===== src/rtl/core/pgwalk_pkg.sv =====
// ----------------------------------------------------------------------------
// pgwalk_pkg
// Shared types, codes and helpers of the four-level page table walker.
// ----------------------------------------------------------------------------
package pgwalk_pkg;

	// Field widths
	localparam int VA_W     = 48;
	localparam int PAGE_W   = 40;
	localparam int FLAGS_W  = 12;
	localparam int PA_W     = 52;
	localparam int ENTRY_W  = 64;
	localparam int IDX_W    = 9;
	localparam int OFF_W    = 12;
	localparam int LEVEL_W  = 2;
	localparam int STATUS_W = 2;

	// Configuration port
	localparam int APB_AW = 4;
	localparam int APB_DW = 64;
	localparam logic REG_POOL_BASE = 1'b0;

	// Request codes
	localparam logic REQ_MAP   = 1'b0;
	localparam logic REQ_XLATE = 1'b1;

	// Status codes
	localparam logic [STATUS_W-1:0] ST_OK       = 2'd0;
	localparam logic [STATUS_W-1:0] ST_UNMAPPED = 2'd1;
	localparam logic [STATUS_W-1:0] ST_NOFRAME  = 2'd2;

	// Walk levels
	localparam logic [LEVEL_W-1:0] LEVEL_ROOT = 2'd0;
	localparam logic [LEVEL_W-1:0] LEVEL_PDPT = 2'd1;
	localparam logic [LEVEL_W-1:0] LEVEL_DIR  = 2'd2;
	localparam logic [LEVEL_W-1:0] LEVEL_LEAF = 2'd3;

	// present | writable | user for table entries
	localparam logic [OFF_W-1:0] TABLE_ENTRY_BITS = 12'h007;

	typedef enum logic [2:0] {
		WS_IDLE,
		WS_READ,
		WS_CHECK,
		WS_LEAF,
		WS_DONE
	} walk_state_t;

	typedef struct packed {
		logic rd;
		logic wr;
	} mem_cmd_t;

	// 9-bit table index of a virtual address at a given level
	function automatic logic [IDX_W-1:0] idx_of(input logic [VA_W-1:0] va,
	                                             input logic [LEVEL_W-1:0] lvl);
		logic [IDX_W-1:0] idx;
		unique case (lvl)
			LEVEL_ROOT: idx = va[47:39];
			LEVEL_PDPT: idx = va[38:30];
			LEVEL_DIR:  idx = va[29:21];
			default:    idx = va[20:12];
		endcase
		return idx;
	endfunction

endpackage


===== src/rtl/core/pgwalk_cfg.sv =====
// ----------------------------------------------------------------------------
// pgwalk_cfg
// APB register slice holding the pool base page number.
// ----------------------------------------------------------------------------
module pgwalk_cfg (
	input  logic                                  clk,
	input  logic                                  arst_n,
	input  logic                                  psel,
	input  logic                                  penable,
	input  logic                                  pwrite,
	input  logic [pgwalk_pkg::APB_AW-1:0]         paddr,
	input  logic [pgwalk_pkg::APB_DW-1:0]         pwdata,
	output logic [pgwalk_pkg::APB_DW-1:0]         prdata,
	output logic                                  pready,
	output logic [pgwalk_pkg::PAGE_W-1:0]         pool_base_page
);

	logic                              reg_sel;
	logic                              wr_en;
	logic [pgwalk_pkg::PAGE_W-1:0]     pool_base_q;

	assign pready  = 1'b1;
	// 8-byte register slots: bit 3 picks the register
	assign reg_sel = paddr[pgwalk_pkg::APB_AW-1];
	assign wr_en   = psel && penable && pwrite && pready
	                 && (reg_sel == pgwalk_pkg::REG_POOL_BASE);

	// Register write
	always_ff @(posedge clk or negedge arst_n) begin
		if (!arst_n) begin
			pool_base_q <= '0;
		end else if (wr_en) begin
			pool_base_q <= pwdata[pgwalk_pkg::PAGE_W-1:0];
		end
	end

	// Read back
	always_comb begin
		unique case (reg_sel)
			pgwalk_pkg::REG_POOL_BASE: begin
				prdata = {{(pgwalk_pkg::APB_DW - pgwalk_pkg::PAGE_W){1'b0}}, pool_base_q};
			end
			default: begin
				prdata = '0;
			end
		endcase
	end

	assign pool_base_page = pool_base_q;

endmodule


===== config.mk =====
export PLATFORM = sky130hd
export DESIGN_NAME = pgwalk_cfg
export DESIGN_NICKNAME = d
export VERILOG_FILES = /design/src/rtl/core/pgwalk_pkg.sv /design/src/rtl/core/pgwalk_cfg.sv
export SDC_FILE = /design/constraint.sdc
export NUM_CORES = 1
export LEC_CHECK = 0
export BUFFER_PORTS_ARGS = -buffer_cell sky130_fd_sc_hd__buf_2
export CELL_PAD_IN_SITES_DETAIL_PLACEMENT = 0
export CELL_PAD_IN_SITES_GLOBAL_PLACEMENT = 2
export CORE_ASPECT_RATIO = 1.75
export CORE_MARGIN = 8
export CORE_UTILIZATION = 22
export DETAILED_ROUTE_END_ITERATION = 10
export MAX_ROUTING_LAYER = met4
export PLACE_DENSITY_LB_ADDON = 0.1
export SLEW_MARGIN = 20
export SYNTH_ARGS = -nofsm -noshare
export SYNTH_HDL_FRONTEND = slang
export SYNTH_SLANG_ARGS = --single-unit

===== constraint.sdc =====
create_clock -name clk -period 1.1 [get_ports clk]
set_input_delay 0.165 -clock clk [delete_from_list [all_inputs] [get_ports clk]]
set_output_delay 0.165 -clock clk [all_outputs]
set_load 0.005 [all_outputs]

==> summary.txt, run 1 <==
Timing
  – Fin. Hold Viols: 0
  – Endpoints failing setup: 8
  – Worst hold slack: 0.109 ns
  – Final worst path period need: 1.12 ns
  – Max Clock Skew: 0 ns
  – Setup WS post-layout: -0.0182 ns
  – Slew Limit Fails: 0
  – Fmax: 0.894 GHz
  – Fin crit share: 102%
  – RSZ-0062 raised after global routing: true

Critical path
  – Worst Path Class, Setup: reg2out
  – CP peak stage delay: 0.40 ns
  – Top Family by Delay on Critical Path: flip-flops
  – Crit path DAT: 0.95 ns
  – Slowest cell on the critical path: dfrtp_1
  – Critical path cell sequence: nor2b_1 > buf_2
  – Critical path fanouts, max: 3
  – WP buf/inv: 1
  – Crit. End Element: output port
  – CP startpoint kind: flip-flop
  – CP required: 0.94 ns

Placed design
  – IO Port Bufs: 125
  – Dpl hpwl: 4.82 mm
  – Routability cong.: 0.655
  – Pre-CTS setup slack: -0.0785 ns

Synthesis
  – Syn_area_per_cell: 12.8 µm²
  – Post-Syn Area: 0.00200 mm²
  – Netlist cell types: 9
  – Synth area leaders: dfrtp_1 50%, mux2_2 21%, nor2b_1 13%, buf_4 9.4%, clkbuf_8 2.7%
  – Share of the synthesized area in the top cell type: 50.0%
  – Synth warnings: 0
  – Post-synth top area cell: dfrtp_1
  – #FFs+latches synth: 40
  – Gate Count Post-Synth: 156
  – Post-synthesis sequential area ratio: 50.0%

Global route
  – Global route hottest layer: met2
  – Met2 Track Usage GR: 19.3%
  – First-pass GRT wire length: 9.34 mm
  – Largest net degree at the start of global routing: 41
  – Vias in the first global route: 1631
  – Global routing usage on met3: 2.66%
  – GR Util All Layers: 10.3%
  – Number of antenna violations at the first check in global routing: 0
  – GR Overflow Total: 0
  – Met1 Use GR: 9.57%

Detailed routing
  – Antenna Nets Post-Route: 0
  – DR iter-0 viols: 74
  – Total Wirelength: 6.30 mm
  – Vias per cell: 3.70
  – Residual DRC count: 0
  – Wirelength per Cell: 15.2 µm
  – First-pass iteration count of the detailed router: 3
  – DR vias: 1534

Final layout
  – Antenna cells: 0
  – Share of cells above drive strength 1: 63.4%
  – Final nets: 367
  – Area growth syn-to-layout: 45.1%
  – Fillers: 996
  – Largest register FFs: 40

Die
  – I/O pins: 178
  – Chip width: 88.1 µm
  – Starting density of the core: 22.3%
  – Cell Rows: 46
  – Die area: 0.0125 mm²
  – Die H: 142 µm
  – Placeable core area: 0.00898 mm²

Clocking
  – CTS tree: built
  – Root buffer cell: clkbuf_16
  – H-tree levels: 2
  – Worst-Skew Late Latency: 0.28 ns
  – Clock sinks: 40
  – Clock Path Buffers: 2
  – TritonCTS Buffers: 5
  – Clock transition at path regs: 0.06 ns

Hold path
  – Path category of the worst min-delay check: in2reg

Power
  – Tot Pwr: 4.88 mW
  – LEAKAGE: 1.56 nW
  – PD cells: 1680 mW/mm²
  – VDD IR-drop max: 0.000829 V

Run status
  – Failing checks: setup timing
  – Outcome: finished with violations

Flow run
  – Max-Cap Viols: 0
==> cells by family after synthesis <==
family | Yosys count | synth area share [%]
buf+inv | 33 | 12.9
flops | 40 | 50.0
mux | 40 | 23.1
other cells | 2 | 0.375
simple gates | 41 | 13.7
==> per-stage QoR <==
| step | cell area [µm²] | std cells | util, % | TNS [ns] |
|---|---|---|---|---|
| after floorplan | 2090 | 179 | - | 0 |
| after global placement | 2670 | 396 | 29.7 | -1.18 |
| after detailed placement | 2670 | 396 | 29.7 | -1.19 |
| after CTS | 2840 | 407 | 31.6 | -0.806 |
| after global routing | 2900 | 415 | 32.3 | -1.65 |
| final | 2900 | 415 | 32.3 | -0.0569 |
==> layout by cell type, fill, tap and decap left out <==
| cell type | Yosys | routed |
|---|---|---|
| buf_2 | 0 | 125 |
| nor2b_1 | 40 | 40 |
| dfrtp_1 | 40 | 40 |
| mux2_2 | 37 | 37 |
| conb_1 | 2 | 25 |
| buf_4 | 25 | 12 |
| clkbuf_16 | 0 | 5 |
| mux2_4 | 3 | 3 |
| clkbuf_1 | 4 | 2 |
| buf_12 | 0 | 2 |
| nand4b_4 | 1 | 1 |
| clkbuf_8 | 4 | 1 |
| dlygate4sd3_1 | 0 | 1 |
| buf_6 | 0 | 1 |
==> repair_timing <==
item / 4_1_cts / 5_1_grt
resized for setup: 0 / 1
buffers inserted: 2 / 8
hold endpoints to repair: 40 / 0
hold buffers: 1 / 0
setup endpoints to repair: 40 / 40
==> worst register-to-register path: cells and delay by family (launching register included) <==
family                 cells  cell delay [ns]
muxes                      1             0.25
DFF                        1             0.39
buffers and inverters      2             0.26
==> cells in the mapped netlist <==
master / instances
dfrtp_1: 40
mux2_2: 37
conb_1: 2
buf_4: 25
clkbuf_1: 4
nor2b_1: 40
mux2_4: 3
nand4b_4: 1
clkbuf_8: 4
==> power by group <==
part,internal (mW),switching [mW],leakage [nW]
clock,0.904,0.550,0.0712
combinational,0.879,0.535,1.00
sequential,1.80,0.209,0.480
==> worst paths after layout <==
path                                                     start  slack [ns]                             end  cells past startpoint
max in group asynchronous                               arst_n        0.50  pool_base_page[10]$_DFFE_PN0P_                      3
min in group asynchronous                               arst_n        0.39  pool_base_page[21]$_DFFE_PN0P_                      3
worst max-delay path            pool_base_page[37]$_DFFE_PN0P_       -0.02                      prdata[37]                      2
worst max register to register   pool_base_page[7]$_DFFE_PN0P_        0.09   pool_base_page[7]$_DFFE_PN0P_                      3
worst min register to register  pool_base_page[16]$_DFFE_PN0P_        0.52  pool_base_page[16]$_DFFE_PN0P_                      1
worst min-delay path                                pwdata[24]        0.11  pool_base_page[24]$_DFFE_PN0P_                      2
==> cell type report <==
type	count	area, µm²	area share [%]
flip-flops and latches	40	1000	34.5
multi-input cells	106	830	28.6
repair buffers	141	777	26.8
well taps	120	150	5.17
clock buffers	8	146	5.04
==> routing by layer <==
layer | share of wire, % | vias to the layer above
met2 | 58 | 69
met4 | 1.6 | 0
met3 | 7.3 | 5
met5 | 0 | -
li1 | - | 731
met1 | 33 | 729
Note: power is estimated with default switching activity, not from simulation.
==> run 2, diff against run 1 <==
- RECOVER_POWER: default -> 50
==> summary.txt, run 2 (synthesized netlist as in run 1, its figures left out) <==
Clocking
  – Clock sinks: 40 (unchanged)
  – TritonCTS Buffers: 5 (unchanged)
  – Root buffer cell: clkbuf_16
  – Worst-Skew Late Latency: 0.28 ns (about the same)
  – Clock Path Buffers: 2 (unchanged)
  – H-tree levels: 2 (unchanged)
  – CTS tree: built
  – Clock transition at path regs: 0.06 ns (about the same)

Die
  – Die H: 142 µm (unchanged)
  – I/O pins: 178 (unchanged)
  – Die area: 0.0125 mm² (unchanged)
  – Placeable core area: 0.00898 mm² (unchanged)
  – Chip width: 88.1 µm (unchanged)
  – Starting density of the core: 22.3% (unchanged)
  – Cell Rows: 46 (unchanged)

Critical path
  – Crit. End Element: output port
  – R2R setup slack: 0.09 ns (about the same)
  – Worst R2R End: pool_base_page[7]$_DFFE_PN0P_
  – Worst Path Class, Setup: reg2out
  – Critical path fanouts, max: 3 (unchanged)
  – CP startpoint kind: flip-flop
  – R2r worst-path depth: 3 (unchanged)
  – Worst R2R Start: pool_base_page[7]$_DFFE_PN0P_
  – CP required: 0.94 ns (about the same)
  – Crit path DAT: 0.95 ns (about the same)

Final layout
  – Area growth syn-to-layout: 43.4%
  – Final nets: 367 (unchanged)
  – Most frequent cells in the layout: 125 x buf_2, 40 x nor2b_1, 40 x dfrtp_1
  – Share of cells above drive strength 1: 62.7% (-0.68 points)
  – Layout Cells excl Fill: 415 (unchanged)
  – Fillers: 1003 (+0.70%)
  – Most common cell after layout, fill and taps aside: buf_2
  – Antenna cells: 0 (unchanged)
  – Largest register FFs: 40 (unchanged)

Power
  – LEAKAGE: 1.54 nW (-1.3%)
  – PD cells: 1690 mW/mm² (+0.68%)
  – VDD IR-drop max: 0.000829 V (about the same)

Global route
  – Met2 Track Usage GR: 19.3% (unchanged)
  – GR Overflow Total: 0 (unchanged)
  – Vias in the first global route: 1631 (unchanged)
  – Largest net degree at the start of global routing: 41 (unchanged)
  – Global route hottest layer: met2
  – Number of antenna violations at the first check in global routing: 0 (unchanged)
  – First-pass GRT wire length: 9.34 mm (unchanged)
  – Met1 Use GR: 9.57% (unchanged)
  – GR Util All Layers: 10.3% (unchanged)
  – Global routing usage on met3: 2.66% (unchanged)

Timing
  – Sum of negative setup slack: -0.0531 ns (+0.00379 ns)
  – Worst-margin pin slew: 0.540 ns
  – Final worst path period need: 1.12 ns (-0.000624 ns)
  – Setup WS post-layout: -0.0176 ns (+0.000624 ns)
  – Worst hold slack: 0.0937 ns (-0.0157 ns)
  – RSZ-0062 raised after global routing: true
  – Fin. Hold Viols: 0 (unchanged)
  – Fmax: 0.895 GHz (about the same)
  – Slew Limit Fails: 0 (unchanged)
  – Max Clock Skew: 0 ns (unchanged)
  – Endpoints failing setup: 7 (-1)
  – Fin crit share: 102% (about the same)
  – Slew HR: 64.0%

Placed design
  – Dpl cells: 396 (unchanged)
  – Dpl hpwl: 4.82 mm (unchanged)
  – IO Port Bufs: 125 (unchanged)
  – Routability cong.: 0.655 (unchanged)
  – Pre-CTS setup slack: -0.0785 ns (unchanged)

Hold path
  – Hold Path Cell Cnt: 2 (unchanged)
  – Worst hold path endpoint: pool_base_page[0]$_DFFE_PN0P_
  – Path category of the worst min-delay check: in2reg
  – HP Start: pwdata[0]

Detailed routing
  – DR vias: 1542 (+0.52%)
  – Wirelength per Cell: 15.1 µm (-0.33%)
  – Total Wirelength: 6.28 mm (-0.33%)
  – Antenna Nets Post-Route: 0 (unchanged)
  – Residual DRC count: 0 (unchanged)
  – First-pass iteration count of the detailed router: 3 (unchanged)
  – Vias per cell: 3.72 (+0.52%)
  – DR iter-0 viols: 68 (-8.1%)

Run status
  – Outcome: finished with violations
  – Failing checks: setup timing

Flow run
  – Max-Cap Viols: 0 (unchanged)
## run 2: cell count changes in the layout (fill, tap and decap cells not counted)
cell,change
buf_4,+1
buf_12,-2
mux2_1,+2
mux2_4,-2
clkbuf_4,+1
## run 2: layer usage
metal | routed length, µm | vias up
met2 | 3650 | 69
li1 | - | 729
met4 | 98 | 0
met3 | 461 | 5
met1 | 2070 | 739
met5 | 0 | -
## run 2: how the worst max path moves through the flow
stage                                        start                        endpoint  slack, ns
global placement                          paddr[3]  pool_base_page[33]$_DFFE_PN0P_      -0.08
finish              pool_base_page[37]$_DFFE_PN0P_                      prdata[37]      -0.02
CTS                  pool_base_page[5]$_DFFE_PN0P_                       prdata[5]      -0.05
floorplan                                 paddr[3]   pool_base_page[0]$_DFFE_PN0P_       0.16
detailed placement                        paddr[3]  pool_base_page[33]$_DFFE_PN0P_      -0.08
global route         pool_base_page[5]$_DFFE_PN0P_                       prdata[5]      -0.07
## run 2: area by class of cell
| cell class | count | area (µm²) | share of cell area (%) |
|---|---|---|---|
| Timing Repair Buffer | 141 | 752 | 26.2 |
| Multi-Input combinational cell | 106 | 822 | 28.6 |
| Sequential cell | 40 | 1000 | 34.9 |
| Tap cell | 120 | 150 | 5.23 |
| Clock buffer | 8 | 146 | 5.10 |
## run 2: critical path: stages, from the launching register on
cell,delay [ns]
dfrtp_1,0.40
nor2b_1,0.14
buf_2,0.13
## run 2: repair_timing
| item | in CTS | in global routing |
|---|---|---|
| pin swaps | 0 | 0 |
| setup buffers | 2 | 8 |
| setup endpoints to repair | 40 | 40 |
| hold buffers | 1 | 0 |
| gates resized for setup | 0 | 1 |
| hold endpoints to repair | 40 | 0 |
## run 2: per-stage QoR
| step | instance area, µm² | power, mW | utilization, % |
|---|---|---|---|
| after detailed placement | 2670 | 3.38 | 29.7 |
| after floorplan | 2090 | 2.67 | - |
| final | 2870 | 4.85 | 32.0 |
| after global placement | 2670 | 3.37 | 29.7 |
| after CTS | 2840 | 4.93 | 31.6 |
| after global routing | 2870 | 5.21 | 32.0 |
## run 2: where the power goes
group | switching (mW) | internal [mW] | total (mW)
Clock | 0.552 | 0.904 | 1.46
Sequential | 0.208 | 1.80 | 2.01
Combinational | 0.532 | 0.858 | 1.39
