--- src/rtl/core/pgwalk_pkg.sv ---
// ----------------------------------------------------------------------------
// pgwalk_pkg
// Shared types, codes and helpers of the four-level page table walker.
// ----------------------------------------------------------------------------
package pgwalk_pkg;

	// Field widths
	localparam int VA_W     = 48;
	localparam int PAGE_W   = 40;
	localparam int FLAGS_W  = 12;
	localparam int PA_W     = 52;
	localparam int ENTRY_W  = 64;
	localparam int IDX_W    = 9;
	localparam int OFF_W    = 12;
	localparam int LEVEL_W  = 2;
	localparam int STATUS_W = 2;

	// Configuration port
	localparam int APB_AW = 4;
	localparam int APB_DW = 64;
	localparam logic REG_POOL_BASE = 1'b0;

	// Request codes
	localparam logic REQ_MAP   = 1'b0;
	localparam logic REQ_XLATE = 1'b1;

	// Status codes
	localparam logic [STATUS_W-1:0] ST_OK       = 2'd0;
	localparam logic [STATUS_W-1:0] ST_UNMAPPED = 2'd1;
	localparam logic [STATUS_W-1:0] ST_NOFRAME  = 2'd2;

	// Walk levels
	localparam logic [LEVEL_W-1:0] LEVEL_ROOT = 2'd0;
	localparam logic [LEVEL_W-1:0] LEVEL_PDPT = 2'd1;
	localparam logic [LEVEL_W-1:0] LEVEL_DIR  = 2'd2;
	localparam logic [LEVEL_W-1:0] LEVEL_LEAF = 2'd3;

	// present | writable | user for table entries
	localparam logic [OFF_W-1:0] TABLE_ENTRY_BITS = 12'h007;

	typedef enum logic [2:0] {
		WS_IDLE,
		WS_READ,
		WS_CHECK,
		WS_LEAF,
		WS_DONE
	} walk_state_t;

	typedef struct packed {
		logic rd;
		logic wr;
	} mem_cmd_t;

	// 9-bit table index of a virtual address at a given level
	function automatic logic [IDX_W-1:0] idx_of(input logic [VA_W-1:0] va,
	                                             input logic [LEVEL_W-1:0] lvl);
		logic [IDX_W-1:0] idx;
		unique case (lvl)
			LEVEL_ROOT: idx = va[47:39];
			LEVEL_PDPT: idx = va[38:30];
			LEVEL_DIR:  idx = va[29:21];
			default:    idx = va[20:12];
		endcase
		return idx;
	endfunction

endpackage

--- src/rtl/core/pgwalk_seq.sv ---
// ----------------------------------------------------------------------------
// pgwalk_seq
// Walk sequencer: reads one level at a time, a read state then a check state,
// allocates frames, writes the leaf and holds the result in an output register.
// ----------------------------------------------------------------------------
module pgwalk_seq #(
	parameter int TABLE_FRAMES = 64,
	parameter int FW           = 6,
	parameter int NW           = 7,
	parameter int AW           = 15
) (
	input  logic                                 clk,
	input  logic                                 arst_n,
	// request channel
	input  logic                                 in_valid,
	output logic                                 in_stall,
	input  logic                                 req_type,
	input  logic [pgwalk_pkg::VA_W-1:0]          virt_addr,
	input  logic [pgwalk_pkg::PAGE_W-1:0]        phys_page,
	input  logic [pgwalk_pkg::FLAGS_W-1:0]       leaf_flags,
	// result channel
	output logic                                 out_valid,
	input  logic                                 out_stall,
	output logic [pgwalk_pkg::PA_W-1:0]          phys_addr,
	output logic [pgwalk_pkg::STATUS_W-1:0]      status,
	// config
	input  logic [pgwalk_pkg::PAGE_W-1:0]        pool_base_page,
	// table store
	output pgwalk_pkg::mem_cmd_t                 mem_cmd,
	output logic [AW-1:0]                        mem_addr,
	output logic [pgwalk_pkg::ENTRY_W-1:0]       mem_wdata,
	input  logic [pgwalk_pkg::ENTRY_W-1:0]       mem_rdata,
	input  logic                                 store_busy
);

	pgwalk_pkg::walk_state_t state_q, state_d;

	logic [pgwalk_pkg::LEVEL_W-1:0]   lvl_q;
	logic [FW-1:0]                    frame_q;
	logic [NW-1:0]                    nf_q;
	logic                             req_q;
	logic [pgwalk_pkg::VA_W-1:0]      va_q;
	logic [pgwalk_pkg::PAGE_W-1:0]    page_q;
	logic [pgwalk_pkg::FLAGS_W-1:0]   flags_q;
	logic [pgwalk_pkg::PA_W-1:0]      res_addr_q;
	logic [pgwalk_pkg::STATUS_W-1:0]  res_status_q;
	logic                             out_valid_q;
	logic [pgwalk_pkg::PA_W-1:0]      out_addr_q;
	logic [pgwalk_pkg::STATUS_W-1:0]  out_status_q;

	logic                             in_accept;
	logic                             res_load;
	logic [pgwalk_pkg::IDX_W-1:0]     lvl_idx;
	logic [pgwalk_pkg::PAGE_W-1:0]    ent_rel;
	logic                             ent_in_pool;
	logic                             pool_full;
	logic [pgwalk_pkg::PAGE_W-1:0]    alloc_page;
	logic                             chk_alloc;
	logic                             chk_advance;
	logic                             chk_done;
	logic [pgwalk_pkg::STATUS_W-1:0]  chk_status;
	logic [pgwalk_pkg::PA_W-1:0]      chk_addr;
	logic [FW-1:0]                    frame_next;

	assign in_accept = in_valid && !in_stall;

	// Entry check: decode the entry just read
	always_comb begin
		ent_rel     = mem_rdata[51:12] - pool_base_page;
		ent_in_pool = ent_rel < pgwalk_pkg::PAGE_W'(TABLE_FRAMES);
		pool_full   = nf_q >= NW'(TABLE_FRAMES);
		alloc_page  = pool_base_page + pgwalk_pkg::PAGE_W'(nf_q);
		chk_alloc   = 1'b0;
		chk_advance = 1'b0;
		chk_done    = 1'b0;
		chk_status  = pgwalk_pkg::ST_OK;
		chk_addr    = '0;
		if (req_q == pgwalk_pkg::REQ_XLATE) begin
			if (lvl_q == pgwalk_pkg::LEVEL_LEAF) begin
				chk_done = 1'b1;
				if (mem_rdata[0]) begin
					chk_addr = {mem_rdata[51:12], va_q[pgwalk_pkg::OFF_W-1:0]};
				end else begin
					chk_status = pgwalk_pkg::ST_UNMAPPED;
				end
			end else if (mem_rdata[0] && ent_in_pool) begin
				chk_advance = 1'b1;
			end else begin
				chk_done   = 1'b1;
				chk_status = pgwalk_pkg::ST_UNMAPPED;
			end
		end else begin
			if (mem_rdata[0]) begin
				if (ent_in_pool) begin
					chk_advance = 1'b1;
				end else begin
					chk_done   = 1'b1;
					chk_status = pgwalk_pkg::ST_UNMAPPED;
				end
			end else if (pool_full) begin
				chk_done   = 1'b1;
				chk_status = pgwalk_pkg::ST_NOFRAME;
			end else begin
				chk_alloc   = 1'b1;
				chk_advance = 1'b1;
			end
		end
		frame_next = chk_alloc ? nf_q[FW-1:0] : ent_rel[FW-1:0];
	end

	// Next state
	always_comb begin
		state_d = state_q;
		unique case (state_q)
			pgwalk_pkg::WS_IDLE: begin
				if (in_accept) begin
					state_d = pgwalk_pkg::WS_READ;
				end
			end
			pgwalk_pkg::WS_READ: begin
				state_d = pgwalk_pkg::WS_CHECK;
			end
			pgwalk_pkg::WS_CHECK: begin
				if (chk_done) begin
					state_d = pgwalk_pkg::WS_DONE;
				end else if (req_q == pgwalk_pkg::REQ_MAP
				             && lvl_q == pgwalk_pkg::LEVEL_DIR) begin
					state_d = pgwalk_pkg::WS_LEAF;
				end else begin
					state_d = pgwalk_pkg::WS_READ;
				end
			end
			pgwalk_pkg::WS_LEAF: begin
				state_d = pgwalk_pkg::WS_DONE;
			end
			pgwalk_pkg::WS_DONE: begin
				if (!out_valid_q || !out_stall) begin
					state_d = pgwalk_pkg::WS_IDLE;
				end
			end
			default: begin
				state_d = pgwalk_pkg::WS_IDLE;
			end
		endcase
	end

	// Outputs of the state machine
	always_comb begin
		in_stall   = (state_q != pgwalk_pkg::WS_IDLE) || store_busy;
		lvl_idx    = pgwalk_pkg::idx_of(va_q, lvl_q);
		mem_cmd.rd = (state_q == pgwalk_pkg::WS_READ);
		mem_cmd.wr = ((state_q == pgwalk_pkg::WS_CHECK) && chk_alloc)
		             || (state_q == pgwalk_pkg::WS_LEAF);
		mem_addr   = {frame_q, lvl_idx};
		if (state_q == pgwalk_pkg::WS_LEAF) begin
			mem_wdata = {{(pgwalk_pkg::ENTRY_W - pgwalk_pkg::PAGE_W - pgwalk_pkg::FLAGS_W){1'b0}},
			             page_q, flags_q};
		end else begin
			mem_wdata = {{(pgwalk_pkg::ENTRY_W - pgwalk_pkg::PAGE_W - pgwalk_pkg::OFF_W){1'b0}},
			             alloc_page, pgwalk_pkg::TABLE_ENTRY_BITS};
		end
		res_load = (state_q == pgwalk_pkg::WS_DONE) && (!out_valid_q || !out_stall);
	end

	// Control registers
	always_ff @(posedge clk or negedge arst_n) begin
		if (!arst_n) begin
			state_q     <= pgwalk_pkg::WS_IDLE;
			lvl_q       <= pgwalk_pkg::LEVEL_ROOT;
			frame_q     <= '0;
			nf_q        <= NW'(1);
			out_valid_q <= 1'b0;
		end else begin
			state_q <= state_d;
			if (in_accept) begin
				lvl_q   <= pgwalk_pkg::LEVEL_ROOT;
				frame_q <= '0;
			end
			if (state_q == pgwalk_pkg::WS_CHECK) begin
				if (chk_advance) begin
					lvl_q   <= lvl_q + 2'd1;
					frame_q <= frame_next;
				end
				if (chk_alloc) begin
					nf_q <= nf_q + 1'b1;
				end
			end
			if (res_load) begin
				out_valid_q <= 1'b1;
			end else if (!out_stall) begin
				out_valid_q <= 1'b0;
			end
		end
	end

	// Payload registers
	always_ff @(posedge clk) begin
		if (in_accept) begin
			req_q        <= req_type;
			va_q         <= virt_addr;
			page_q       <= phys_page;
			flags_q      <= leaf_flags;
			res_addr_q   <= '0;
			res_status_q <= pgwalk_pkg::ST_OK;
		end else if ((state_q == pgwalk_pkg::WS_CHECK) && chk_done) begin
			res_addr_q   <= chk_addr;
			res_status_q <= chk_status;
		end
		if (res_load) begin
			out_addr_q   <= res_addr_q;
			out_status_q <= res_status_q;
		end
	end

	assign out_valid = out_valid_q;
	assign phys_addr = out_addr_q;
	assign status    = out_status_q;

	// Checks
	a_nf_bound: assert property (@(posedge clk) disable iff (!arst_n)
		nf_q <= NW'(TABLE_FRAMES))
		else $error("free frame counter past pool size");

	a_frame_bound: assert property (@(posedge clk) disable iff (!arst_n)
		int'(frame_q) < TABLE_FRAMES)
		else $error("walk frame outside pool");

	a_nf_write: assert property (@(posedge clk) disable iff (!arst_n)
		(nf_q != $past(nf_q)) |-> $past(mem_cmd.wr))
		else $error("frame allocated without a table entry write");

	a_rd_wr: assert property (@(posedge clk) disable iff (!arst_n)
		!(mem_cmd.rd && mem_cmd.wr))
		else $error("read and write issued together");

	a_out_src: assert property (@(posedge clk) disable iff (!arst_n)
		$rose(out_valid_q) |-> $past(state_q == pgwalk_pkg::WS_DONE))
		else $error("result raised outside done state");

endmodule

--- config.mk ---
export PLATFORM = sky130hd
export DESIGN_NAME = pgwalk_seq
export DESIGN_NICKNAME = d
export VERILOG_FILES = /design/src/rtl/core/pgwalk_pkg.sv /design/src/rtl/core/pgwalk_seq.sv
export SDC_FILE = /design/constraint.sdc
export NUM_CORES = 1
export LEC_CHECK = 0
export ABC_AREA = 1
export BUFFER_PORTS_ARGS = -buffer_cell sky130_fd_sc_hd__buf_2
export CAP_MARGIN = 20
export CORE_ASPECT_RATIO = 0.6
export CORE_UTILIZATION = 50
export CTS_CLUSTER_SIZE = 8
export DETAILED_ROUTE_END_ITERATION = 6
export PLACE_DENSITY = 0.82
export SETUP_SLACK_MARGIN = 0.4
export SYNTH_ARGS = -nofsm -noshare
export SYNTH_HDL_FRONTEND = slang
export SYNTH_SLANG_ARGS = --single-unit
--- constraint.sdc ---
create_clock -name clk -period 11 [get_ports clk]
set_input_delay 2.2 -clock clk [delete_from_list [all_inputs] [get_ports clk]]
set_output_delay 2.2 -clock clk [all_outputs]
set_load 0.05 [all_outputs]
==> run metrics <==
CTS buffer count 34; XOR/XNOR Fraction of Synth Area 0.02185; post-synthesis mux area share 0; final instance area 16480 µm²; clock power share 0.274; Worst Setup Start Kind primary input; Hold Path Depth 0; Leak 8.112 nW; I/O Pins 347; final setup vio count 0; setup tns final 0 ps; Max Cap Viol 0; Seq/Total Area, Yosys 0.4558; Syn. warnings 0; worst setup path class primary input to output port; initial antenna violation count 3; ANT nets after route 0; r2r startpoint state_q[0]; vias per cell 5.273; H-tree depth 2; Synth area leaders edfxtp_1 34%, nand2_1 17%, dfxtp_1 7.9%; Cell Area, Synth 13630 µm²; Critical Path Sink Type output port; Sw Pwr 1.445 mW; Critical Path RT 8800 ps; adder-cell share of the synthesized area 0.05159; Hold Vio Cnt, Final 0; combinational share of power 0.371; power per cell area 214.3 nW/µm²; Rows 46; CTS max path bufs 3; Worst-path clk slew 50 ps; Setup WS pre-CTS 3254 ps; Sequential Power Share 0.355; RSZ-0062 raised after global routing false; post-synth top area share 0.3415; Filler cells 2342; layout cells sized above 1 0.1830; Int Pwr 2.087 mW; Synth async-reset ratio 0.08333; Vias 13240; Max Freq 128.2 MHz; global placement routability congestion 0.9630; drt drc 0; CP Capture Point mem_wdata[50]; All-Layer GR Usage 0.3079; Clock Latency Late Sink 530 ps; CP Max Fanout 7; EDFF count, synth 155; Max Slew Vio Count 0; status finished, final reports clean; post-CTS setup buffers 0; Worst-Margin Slew 1018 ps; Port Buffer Count 311; Chip Width 215.2 µm; Avg WL per Cell 17.69 µm; count leader, synth nand2_1; DIE AREA 27950 µm²; area leader, netlist edfxtp_1; compound-gate portion of the synthesized area 0.07389; largest family of logic cells by synthesized area simple AND/OR/NAND/NOR gates; Rel. slew slack 0.3212; Mapped Cells 1820; multi-input logic area 6262 µm²; post-cts resize count 0; worst min path class flop to flop; starting density of the core 0.5126; Util after Layout 0.6198; CTS sink count 228; First DRT Iteration DRCs 1441; Setup crit start pool_base_page[0]; largest net degree at the start of global routing 109; crit path time final 7800 ps; core region area 26590 µm²; Synth Register Bits 228; number of nets in the layout 2388; flop-to-flop setup slack 8010 ps; Syn Area/Cell 7.489 µm²; Reg2Reg Depth 7; ys flop type edfxtp_1; switch share 0.4091; Routed WL 44.43 mm; CTS tree yes; Root Driver clkbuf_16; Simple-Gate Fraction of Synth Area 0.3062; fin crit share 0.7091; register area 6212 µm²; area grow syn2layout 20.92%; R2R Path End page_q[31]; worst vdd ir 0.1793 mV; DP Wirelength 34.43 mm; Fin Clk Skew 17.63 ps; Critical Path AT 5600 ps; synth cell count leaders 600 x nand2_1, 238 x inv_1, 194 x nor2_1, 155 x edfxtp_1, 141 x nand3_1; CTS Hold Bufs 0; GR Overflow Total 0; Die H 129.9 µm; vias in the first global route 11849; post-synth cell types 45; first-pass GRT wire length 65.17 mm; worst setup margin 3200 ps; DR pass1 iterations 6; placed inst area 15450 µm²
critical path: stages:
cell	delay (ps)
buf_2	130
ha_1	170
inv_1	60
fa_1	400
inv_1	70
nand3_1	60
nand2_1	90
nand2_1	70
nand2_1	60
a21oi_1	90
o21ai_0	160
nand2_1	110
nor2_1	130
inv_1	70
nor2_1	360
nand2_1	150
nor2_1	290
nand4_1	210
nor2_1	170
xor2_1	150
nand2_1	60
nand2_1	70
buf_2	260
power by group through the flow:
stage               registers, mW  clock network [mW]  logic, mW
floorplan                    1.45                   0      0.764
global placement             1.26                   0       1.26
detailed placement           1.26                   0       1.28
CTS                          1.25               0.985       1.30
global route                 1.27                1.02       1.41
finish                       1.25               0.968       1.31
kinds of logic (layout without fill, tap and decap cells):
| kind of cell | count (synthesis) | count (layout) |
|---|---|---|
| buffers and inverters | 304 | 620 |
| AO/OA/AOI/OAI | 188 | 188 |
| flip-flops | 228 | 228 |
| XOR/XNOR | 34 | 34 |
| adder cells (fa/ha/maj) | 55 | 55 |
| AND/OR/NAND/NOR | 1010 | 1010 |
| other | 1 | 16 |
cell usage in the layout (no fill, tap or decap), types with 4 or more instances in the layout:
cell type	count
xnor2_1	5
nor3_1	18
diode_2	4
or2_2	4
xor2_1	29
nand4_1	24
a22o_1	9
o21ai_0	60
conb_1	12
dfxtp_1	54
a21oi_1	103
inv_1	237
nor2_2	7
clkbuf_1	21
clkbuf_16	34
nand3_1	140
a31oi_1	4
nor2_1	193
nand2_2	7
ha_1	53
dfrtp_1	18
edfxtp_1	155
nand2_1	600
buf_2	311
buf_4	6
through the flow:
| stage | instances | hold slack [ps] | power [mW] |
|---|---|---|---|
| 2_1_floorplan | 1831 | 408.6 | 2.217 |
| 3_5_place_dp | 2446 | 417.4 | 2.548 |
| 3_3_place_gp | 2445 | 414.0 | 2.519 |
| 5_1_grt | 2509 | 433.0 | 3.701 |
| 4_1_cts | 2506 | 430.1 | 3.532 |
| 6_report | 2511 | 426.0 | 3.531 |
final cells by class:
type	instances	area share
Inverter	241	0.05504
Tap cell	360	0.02733
Sequential cell	228	0.3769
Multi-Input combinational cell	1299	0.3799
Antenna cell	4	0.0006073
Clock buffer	57	0.05807
Clock inverter	3	0.002050
Timing Repair Buffer	319	0.1001
registers in the layout, summed over array words and instances (netlist names):
register      cells
va_q             48
req_q             1
page_q           40
res_addr_q       52
res_status_q      2
nf_q              7
flags_q          12
state_q           3
phys_addr        52
status            2
frame_q           6
lvl_q             2
out_valid         1
routing by layer:
metal | share of wire | wire [µm] | track usage | vias to the layer above
met1 | 0.47 | 20820 | 0.4647 | 6066
met5 | 0 | 0 | 0 | -
met3 | 0.12 | 5394 | 0.09441 | 54
met2 | 0.40 | 17560 | 0.4262 | 672
met4 | 0.015 | 656 | 0.06925 | 0
li1 | - | - | - | 6448
how the worst min path moves through the flow:
stage,end,start
floorplan,status[1],res_status_q[1]
global placement,phys_addr[1],res_addr_q[1]
detailed placement,status[0],res_status_q[0]
CTS,phys_addr[31],res_addr_q[31]
global route,phys_addr[21],res_addr_q[21]
finish,phys_addr[21],res_addr_q[21]
Note: power is estimated with default switching activity, not from simulation.
